<file path="config.mk">
export PLATFORM = sky130hd
export DESIGN_NAME = dimuon_pair_trigger_delta_r
export DESIGN_NICKNAME = d
export VERILOG_FILES = /design/src/design/dmpt_pkg.sv /design/src/design/dmpt_ctrl.sv /design/src/design/dmpt_datapath.sv /design/src/design/dimuon_pair_trigger_delta_r.sv
export SDC_FILE = /design/constraint.sdc
export NUM_CORES = 2
export LEC_CHECK = 0
export BUFFER_PORTS_ARGS = -buffer_cell sky130_fd_sc_hd__buf_2
export CAP_MARGIN = 20
export CORE_MARGIN = 1
export CORE_UTILIZATION = 50
export DETAILED_ROUTE_END_ITERATION = 12
export PLACE_DENSITY_LB_ADDON = 0.1
export RECOVER_POWER = 50
export SLEW_MARGIN = 5
export SYNTH_ARGS = -nofsm -noshare
export SYNTH_HDL_FRONTEND = slang
export SYNTH_SLANG_ARGS = --single-unit
</file>
<file path="constraint.sdc">
create_clock -name clk -period 10.45 [get_ports clk]
set_input_delay 2.6125 -clock clk [delete_from_list [all_inputs] [get_ports clk]]
set_output_delay 2.6125 -clock clk [all_outputs]
set_load 0.02 [all_outputs]
</file>
<file path="src/design/dmpt_pkg.sv">
`default_nettype none

package dmpt_pkg;

    // operation codes
    localparam logic [1:0] OP_TRACK_MUON = 2'd0;
    localparam logic [1:0] OP_MUON       = 2'd1;
    localparam logic [1:0] OP_DECIDE     = 2'd2;

    // configuration register indexes
    localparam logic [1:0] REG_TRACK_MUON_PT_THR = 2'd0;
    localparam logic [1:0] REG_MUON_PT_THR       = 2'd1;
    localparam logic [1:0] REG_QUALITY_THR       = 2'd2;

    // configuration reset values
    localparam logic [8:0] TRACK_MUON_PT_THR_RST = 9'd40;
    localparam logic [8:0] MUON_PT_THR_RST       = 9'd40;
    localparam logic [3:0] QUALITY_THR_RST       = 4'd4;

    // fixed point angles, 1/1024 units
    localparam logic [12:0]        PI_FX     = 13'd3217;
    localparam logic signed [13:0] TWO_PI_FX = 14'sd6434;
    // squared delta-R cut, 0.25 * 1024^2
    localparam logic [26:0]        DR2_LIMIT = 27'd262144;

    // one stored candidate
    typedef struct packed {
        logic signed [12:0] eta;
        logic signed [12:0] phi;
    } dmpt_cand_t;

    // controller to datapath
    typedef struct packed {
        logic load_track;
        logic load_muon;
        logic scan_start;
        logic scan_issue;
        logic clear_counts;
    } dmpt_cmd_t;

    // datapath to controller
    typedef struct packed {
        logic any_empty;
        logic pair_last;
        logic pipe_busy;
    } dmpt_status_t;

endpackage

`default_nettype wire

</file>
<file path="src/design/dmpt_ctrl.sv">
`default_nettype none

module dmpt_ctrl (
    input  wire logic               clk,
    input  wire logic               rst_n,
    input  wire logic               in_valid,
    output logic                    in_ready,
    input  wire logic [1:0]         operation,
    input  wire logic               zero_bias,
    output logic                    out_valid,
    input  wire logic               out_ready,
    output dmpt_pkg::dmpt_cmd_t     cmd,
    input  wire dmpt_pkg::dmpt_status_t status
);
    import dmpt_pkg::*;

    localparam logic [1:0] ST_IDLE  = 2'd0;
    localparam logic [1:0] ST_SCAN  = 2'd1;
    localparam logic [1:0] ST_DRAIN = 2'd2;

    logic [1:0] state_reg;
    logic [1:0] state_next;
    logic       out_valid_reg;
    logic       out_valid_next;
    logic       in_take;

    // a decide request waits until the previous answer is taken
    always_comb
    begin
        in_ready = (state_reg == ST_IDLE) && (!out_valid_reg || (operation != OP_DECIDE));
    end

    assign in_take   = in_valid && in_ready;
    assign out_valid = out_valid_reg;

    // sequencer
    always_comb
    begin
        state_next     = state_reg;
        out_valid_next = out_valid_reg && !out_ready;
        cmd            = '0;
        unique case (state_reg)
            ST_IDLE:
            begin
                if (in_take)
                begin
                    cmd.load_track = (operation == OP_TRACK_MUON);
                    cmd.load_muon  = (operation == OP_MUON);
                    if (operation == OP_DECIDE)
                    begin
                        cmd.scan_start = 1'b1;
                        if (zero_bias && !status.any_empty)
                        begin
                            state_next = ST_SCAN;
                        end
                        else
                        begin
                            cmd.clear_counts = 1'b1;
                            out_valid_next   = 1'b1;
                        end
                    end
                end
            end
            ST_SCAN:
            begin
                cmd.scan_issue = 1'b1;
                if (status.pair_last)
                begin
                    state_next = ST_DRAIN;
                end
            end
            ST_DRAIN:
            begin
                if (!status.pipe_busy)
                begin
                    cmd.clear_counts = 1'b1;
                    out_valid_next   = 1'b1;
                    state_next       = ST_IDLE;
                end
            end
            default:
            begin
                state_next = ST_IDLE;
            end
        endcase
    end

    always_ff @(posedge clk or negedge rst_n)
    begin
        if (!rst_n)
        begin
            state_reg     <= ST_IDLE;
            out_valid_reg <= 1'b0;
        end
        else
        begin
            state_reg     <= state_next;
            out_valid_reg <= out_valid_next;
        end
    end

endmodule

`default_nettype wire

</file>
<file path="src/design/dmpt_datapath.sv">
`default_nettype none

module dmpt_datapath #(
    parameter int MAX_TRACK_MUONS = 16,
    parameter int MAX_MUONS       = 16
) (
    input  wire logic               clk,
    input  wire logic               rst_n,
    input  wire logic               cfg_wr_en,
    input  wire logic [1:0]         cfg_index,
    input  wire logic [8:0]         cfg_data,
    input  wire logic signed [3:0]  bunch_crossing,
    input  wire logic [8:0]         pt,
    input  wire logic signed [12:0] eta,
    input  wire logic signed [12:0] phi,
    input  wire logic [3:0]         quality,
    input  wire dmpt_pkg::dmpt_cmd_t cmd,
    output dmpt_pkg::dmpt_status_t  status,
    output logic                    accept
);
    import dmpt_pkg::*;

    localparam int TW = $clog2(MAX_TRACK_MUONS + 1);
    localparam int MW = $clog2(MAX_MUONS + 1);
    localparam int TI = (MAX_TRACK_MUONS > 1) ? $clog2(MAX_TRACK_MUONS) : 1;
    localparam int MI = (MAX_MUONS > 1) ? $clog2(MAX_MUONS) : 1;

    logic [8:0]  track_pt_thr_reg;
    logic [8:0]  muon_pt_thr_reg;
    logic [3:0]  quality_thr_reg;

    dmpt_cand_t  track_mem [MAX_TRACK_MUONS];
    dmpt_cand_t  muon_mem  [MAX_MUONS];

    logic [TW-1:0] track_count_reg;
    logic [MW-1:0] muon_count_reg;
    logic [TI-1:0] ti_reg;
    logic [MI-1:0] mi_reg;

    logic        base_ok;
    logic        track_keep;
    logic        muon_keep;
    logic        ti_last;
    logic        mi_last;
    dmpt_cand_t  new_cand;

    // pair pipeline
    dmpt_cand_t  track_rd_reg;
    dmpt_cand_t  muon_rd_reg;
    logic        rd_valid_reg;
    logic [12:0] eta_abs_reg;
    logic [11:0] phi_mag_reg;
    logic        diff_valid_reg;
    logic [25:0] eta_sq_reg;
    logic [23:0] phi_sq_reg;
    logic        sq_valid_reg;
    logic        hit_reg;

    logic signed [13:0] eta_diff;
    logic signed [13:0] phi_diff;
    logic [13:0]        eta_abs;
    logic [13:0]        phi_abs;
    logic signed [13:0] phi_wrap;
    logic [13:0]        phi_mag;
    logic [26:0]        dr2;

    // configuration registers
    always_ff @(posedge clk or negedge rst_n)
    begin
        if (!rst_n)
        begin
            track_pt_thr_reg <= TRACK_MUON_PT_THR_RST;
            muon_pt_thr_reg  <= MUON_PT_THR_RST;
            quality_thr_reg  <= QUALITY_THR_RST;
        end
        else if (cfg_wr_en)
        begin
            case (cfg_index)
                REG_TRACK_MUON_PT_THR: track_pt_thr_reg <= cfg_data;
                REG_MUON_PT_THR:       muon_pt_thr_reg  <= cfg_data;
                REG_QUALITY_THR:       quality_thr_reg  <= cfg_data[3:0];
                default:               ;
            endcase
        end
    end

    // candidate selection
    assign base_ok    = (bunch_crossing == 4'sd0) && (quality >= quality_thr_reg);
    assign track_keep = cmd.load_track && base_ok && (pt >= track_pt_thr_reg)
                        && (track_count_reg < TW'(MAX_TRACK_MUONS));
    assign muon_keep  = cmd.load_muon && base_ok && (pt >= muon_pt_thr_reg)
                        && (muon_count_reg < MW'(MAX_MUONS));
    assign new_cand   = '{eta: eta, phi: phi};

    // candidate stores
    always_ff @(posedge clk)
    begin
        if (track_keep)
        begin
            track_mem[track_count_reg[TI-1:0]] <= new_cand;
        end
        if (muon_keep)
        begin
            muon_mem[muon_count_reg[MI-1:0]] <= new_cand;
        end
        if (cmd.scan_issue)
        begin
            track_rd_reg <= track_mem[ti_reg];
            muon_rd_reg  <= muon_mem[mi_reg];
        end
    end

    // fill counts
    always_ff @(posedge clk or negedge rst_n)
    begin
        if (!rst_n)
        begin
            track_count_reg <= '0;
            muon_count_reg  <= '0;
        end
        else if (cmd.clear_counts)
        begin
            track_count_reg <= '0;
            muon_count_reg  <= '0;
        end
        else
        begin
            if (track_keep)
            begin
                track_count_reg <= track_count_reg + TW'(1);
            end
            if (muon_keep)
            begin
                muon_count_reg <= muon_count_reg + MW'(1);
            end
        end
    end

    // pair walk, standalone index inner
    assign ti_last = ((TW'(ti_reg) + TW'(1)) == track_count_reg);
    assign mi_last = ((MW'(mi_reg) + MW'(1)) == muon_count_reg);

    always_ff @(posedge clk or negedge rst_n)
    begin
        if (!rst_n)
        begin
            ti_reg <= '0;
            mi_reg <= '0;
        end
        else if (cmd.scan_start)
        begin
            ti_reg <= '0;
            mi_reg <= '0;
        end
        else if (cmd.scan_issue)
        begin
            if (mi_last)
            begin
                mi_reg <= '0;
                ti_reg <= ti_reg + TI'(1);
            end
            else
            begin
                mi_reg <= mi_reg + MI'(1);
            end
        end
    end

    // absolute differences, phi folded across pi
    always_comb
    begin
        eta_diff = 14'(track_rd_reg.eta) - 14'(muon_rd_reg.eta);
        phi_diff = 14'(track_rd_reg.phi) - 14'(muon_rd_reg.phi);
        eta_abs  = eta_diff[13] ? 14'(-eta_diff) : 14'(eta_diff);
        phi_abs  = phi_diff[13] ? 14'(-phi_diff) : 14'(phi_diff);
        if (phi_abs >= 14'(PI_FX))
        begin
            phi_wrap = TWO_PI_FX - $signed(phi_abs);
        end
        else
        begin
            phi_wrap = $signed(phi_abs);
        end
        phi_mag = phi_wrap[13] ? 14'(-phi_wrap) : 14'(phi_wrap);
    end

    assign dr2 = 27'(eta_sq_reg) + 27'(phi_sq_reg);

    // pipeline valids
    always_ff @(posedge clk or negedge rst_n)
    begin
        if (!rst_n)
        begin
            rd_valid_reg   <= 1'b0;
            diff_valid_reg <= 1'b0;
            sq_valid_reg   <= 1'b0;
            hit_reg        <= 1'b0;
        end
        else
        begin
            rd_valid_reg   <= cmd.scan_issue;
            diff_valid_reg <= rd_valid_reg;
            sq_valid_reg   <= diff_valid_reg;
            if (cmd.scan_start)
            begin
                hit_reg <= 1'b0;
            end
            else if (sq_valid_reg && (dr2 > DR2_LIMIT))
            begin
                hit_reg <= 1'b1;
            end
        end
    end

    // pipeline payload
    always_ff @(posedge clk)
    begin
        eta_abs_reg <= eta_abs[12:0];
        phi_mag_reg <= phi_mag[11:0];
        eta_sq_reg  <= 26'(eta_abs_reg) * 26'(eta_abs_reg);
        phi_sq_reg  <= 24'(phi_mag_reg) * 24'(phi_mag_reg);
    end

    assign status.any_empty = (track_count_reg == '0) || (muon_count_reg == '0);
    assign status.pair_last = ti_last && mi_last;
    assign status.pipe_busy = rd_valid_reg || diff_valid_reg || sq_valid_reg;
    assign accept           = hit_reg;

endmodule

`default_nettype wire

</file>
<file path="src/design/dimuon_pair_trigger_delta_r.sv">
`default_nettype none

// channel   direction  handshake              payload
// in        input      in_valid / in_ready    operation zero_bias bunch_crossing pt eta phi
//                                             quality
// out       output     out_valid / out_ready  accept
// cfg       input      cfg_wr_en              cfg_index cfg_data
//
// a candidate is stored if it passes crossing, quality and pt cuts and its store has room
// a decide request walks every pair of stored candidates, one pair read per cycle,
// then difference, square, compare and answer stages
// an empty store or a clear zero-bias bit answers in the cycle after the request is taken
// reset empties both stores; a decide request waits while a previous answer is untaken

module dimuon_pair_trigger_delta_r #(
    parameter int MAX_TRACK_MUONS = 16,
    parameter int MAX_MUONS       = 16
) (
    input  wire logic               clk,
    input  wire logic               rst_n,
    input  wire logic               cfg_wr_en,
    input  wire logic [1:0]         cfg_index,
    input  wire logic [8:0]         cfg_data,
    input  wire logic               in_valid,
    output logic                    in_ready,
    input  wire logic [1:0]         operation,
    input  wire logic               zero_bias,
    input  wire logic signed [3:0]  bunch_crossing,
    input  wire logic [8:0]         pt,
    input  wire logic signed [12:0] eta,
    input  wire logic signed [12:0] phi,
    input  wire logic [3:0]         quality,
    output logic                    out_valid,
    input  wire logic               out_ready,
    output logic                    accept
);
    import dmpt_pkg::*;

    dmpt_cmd_t    cmd;
    dmpt_status_t status;

    // sequencer
    dmpt_ctrl u_ctrl (
        .clk       (clk),
        .rst_n     (rst_n),
        .in_valid  (in_valid),
        .in_ready  (in_ready),
        .operation (operation),
        .zero_bias (zero_bias),
        .out_valid (out_valid),
        .out_ready (out_ready),
        .cmd       (cmd),
        .status    (status)
    );

    // stores and pair distance
    dmpt_datapath #(
        .MAX_TRACK_MUONS (MAX_TRACK_MUONS),
        .MAX_MUONS       (MAX_MUONS)
    ) u_datapath (
        .clk            (clk),
        .rst_n          (rst_n),
        .cfg_wr_en      (cfg_wr_en),
        .cfg_index      (cfg_index),
        .cfg_data       (cfg_data),
        .bunch_crossing (bunch_crossing),
        .pt             (pt),
        .eta            (eta),
        .phi            (phi),
        .quality        (quality),
        .cmd            (cmd),
        .status         (status),
        .accept         (accept)
    );

endmodule

`default_nettype wire
</file>
==> results.sh <==
export IMPL_cts_resized=0
export IMPL_io_pins=65
export IMPL_setup_violations=0
export IMPL_maxSlewViolCount=1040
export IMPL_slew_headroom=-1.56
export IMPL_status="complete, but fails checks"
export IMPL_worstPathRequired_ps=11060
export IMPL_cts_tree="yes"
export IMPL_die_w_um=317
export IMPL_start_kind="register"
export IMPL_async_reset_ff_frac=0.0468
export IMPL_synthTopCellsByArea="edfxtp_1 (53%), fa_1 (7.2%), ha_1 (5.4%), mux4_2 (4.7%), mux2i_1 (3.5%)"
export IMPL_clock_latency_ps=680
export IMPL_power_density_nw_per_um2=163
export IMPL_synth_top_area_share=0.534
export IMPL_ys_flop_type="edfxtp_1"
export IMPL_critPathKind="register to register"
export IMPL_synth_cell_types=110
export IMPL_cts_root_buf="clkbuf_16"
export IMPL_max_slew_worst_pin_slew_ps=3850
export IMPL_yosysMostFrequentCell="edfxtp_1"
export IMPL_avgViaCountPerCell=5.82
export IMPL_n_fill_cell=7807
export IMPL_finClkSkew_ps=32.6
export IMPL_clk_pin_slew_ps=60
export IMPL_cts_setup_buffers=0
export IMPL_fmax_mhz=158
export IMPL_start_util=0.505
export IMPL_yosys_warnings=0
export IMPL_ys_seq_elements=1004
export IMPL_grt_max_degree=127
export IMPL_die_area_um2=101000
export IMPL_r2r_end="u_datapath.phi_sq_reg[23]"
export IMPL_synthXorXnorAreaFrac=0.0222
export IMPL_fin_crit_sh=0.606
export IMPL_syn_cell_area_um2=49800
export IMPL_antenna_found_initial=5
export IMPL_portBuffers=64
export IMPL_wirelength_um=118000
export IMPL_min_delay_start="u_datapath.rd_valid_reg"
export IMPL_finalNetCount=4006
export IMPL_cp_max_fo=14
export IMPL_tns_ps=0
export IMPL_grt_pass1_vias=29100
export IMPL_synth_edf_count=884
export IMPL_synthCells=3485
export IMPL_place_hpwl_um=78200
export IMPL_core_area_um2=98400
export IMPL_timing_rr_start="u_datapath.phi_mag_reg[5]"
export IMPL_synth_commonest_cells="edfxtp_1 (884), inv_1 (350), nand2_1 (221)"
export IMPL_avgSynthCellArea_um2=14.3
export IMPL_peakVddDrop_uv=133
export IMPL_dp_cells=4733
export IMPL_leakagePower_nw=20.0
export IMPL_wl_per_cell_um=23.9
export IMPL_die_height_um=317
export IMPL_hold_viol_final=0
export IMPL_holdPathStages=0
export IMPL_syn2layout_area_growth_pct=10.6
export IMPL_drt_iter0_markers=2356
export IMPL_seq_area_frac_synth=0.587
export IMPL_power_mw=8.97
export IMPL_fp_row_count=115
export IMPL_hold_end="u_datapath.diff_valid_reg"
export IMPL_grt_pass1_wl_um=179000
export IMPL_hold_class="register to register"
export IMPL_r2r_slack_ps=4120
export IMPL_yosysTopAreaCell="edfxtp_1"
export IMPL_synthMuxAreaShare=0.0959
export IMPL_postRouteAntennaNets=0
export IMPL_synthAdderAreaFrac=0.126
export IMPL_globalRouteOverflowTotal=0
export IMPL_dr_pass1_iters=6
export IMPL_synth_compound_area_share=0.0727
export IMPL_place_congestion=0.861
export IMPL_finalCriticalPeriod_ps=6330
export IMPL_cp_arrival_ps=6940
export IMPL_holdBufCountCts=0
export IMPL_clkSinkCount=1004
export IMPL_cts_buffer_depth=3
export IMPL_synth_simple_gate_area_frac=0.0601
export IMPL_vias=28700
export IMPL_crit_path_end_kind="register"
export IMPL_rsz0062_at_grt="no"
export IMPL_mappedNetlistNets=3940
export IMPL_synth_top_family_by_area="adder cells"
export IMPL_layout_cells_non_filler=4927
export IMPL_drc_errors=0
export IMPL_cts_made_buffers=103
export IMPL_drv_cap=30
export IMPL_layout_drive_gt1_share=0.130
export IMPL_violations="capacitance limit, slew limit"
export IMPL_r2r_cells=21
export IMPL_htree_levels=3
export IMPL_gr_usage_all_layers=0.236
[stage by stage]
step | util | setup WS, ps | instance area (um^2) | hold WS, ps
finish | 0.559 | 4120 | 55000 | 395
global route | 0.559 | 3690 | 55000 | 413
CTS | 0.559 | 4200 | 55100 | 400
detailed placement | 0.525 | 4230 | 51600 | 388
global placement | 0.525 | 4270 | 51600 | 382
floorplan | - | 3210 | 49800 | 358
[area by class of cell]
class | instances | area (um^2) | area share
multi-input cells | 2002 | 19000 | 0.345
inverters | 350 | 1310 | 0.0239
flip-flops and latches | 1004 | 29200 | 0.531
repair buffers | 90 | 487 | 0.00885
clock buffers | 127 | 2770 | 0.0504
well taps | 1287 | 1610 | 0.0293
diodes | 2 | 5.00 | 0.0000910
clock inverters | 65 | 643 | 0.0117
[logic make-up after synthesis]
logic type / count (synthesis)
buffers and inverters: 479
multiplexers: 339
adder cells (fa/ha/maj): 393
flip-flops: 1004
XOR/XNOR: 119
AND/OR/NAND/NOR: 611
AO/OA/AOI/OAI: 540
[where the power goes]
part           leakage (nW)  switching (mW)  internal [mW]
Combinational          9.19           0.464          0.337
Sequential             9.15          0.0344           4.44
Clock                  1.67            1.54           2.16
[cells in the final DEF, fill, tap and decap left out, types with 16 or more instances in the layout]
cell type	Yosys	layout
o21a_1	18	18
o21ai_0	155	155
nor2_1	136	112
nand2_1	221	221
buf_4	0	19
inv_1	350	350
a21oi_1	116	116
and2_1	74	71
nor2b_1	18	16
a22oi_1	54	54
clkbuf_1	108	49
edfxtp_1	884	884
mux4_2	104	104
clkinv_1	0	26
clkinv_2	0	17
nand3_1	24	24
dfxtp_1	73	73
ha_1	215	215
fa_1	178	178
clkbuf_16	0	106
nand2b_1	24	24
a221oi_1	52	52
nor2_4	0	24
a21o_1	28	28
dfrtp_1	42	36
xnor2_1	81	81
nor3_1	29	21
mux2i_1	173	173
xor2_1	31	31
mux2_2	62	62
buf_2	1	36
[layer usage]
metal / GRT usage / share of wire
met5: 0 / 0.00011
met4: 0.0706 / 0.025
met3: 0.0314 / 0.063
met2: 0.382 / 0.48
met1: 0.334 / 0.43
[critical path, stage by stage (launching register included)]
cell       delay, ps
dfxtp_1          600
and2_1           270
fa_1             450
ha_1             210
fa_1             480
inv_1             50
fa_1             490
fa_1             490
inv_1             40
ha_1             310
inv_1             80
o21ai_0           90
a21oi_1          220
o21ai_1           90
a21oi_1          320
o21ai_0          180
a2111oi_0        660
o31ai_1          220
or4_1            450
a31o_2           240
a21oi_1          170
xnor2_1          130
[worst max path at each step]
stage / start / end / slack (ps) / cells after the start
2_1_floorplan: operation[0] / u_datapath.track_mem[3][0] / 3210 / 7
3_3_place_gp: pt[0] / u_datapath.track_mem[3][18] / 4270 / 17
3_5_place_dp: u_datapath.phi_mag_reg[5] / u_datapath.phi_sq_reg[23] / 4230 / 21
4_1_cts: u_datapath.phi_mag_reg[5] / u_datapath.phi_sq_reg[23] / 4200 / 21
5_1_grt: u_datapath.phi_mag_reg[5] / u_datapath.phi_sq_reg[23] / 3690 / 21
6_report: u_datapath.phi_mag_reg[5] / u_datapath.phi_sq_reg[23] / 4120 / 21
No activity file was read; power rests on OpenSTA's default activity.
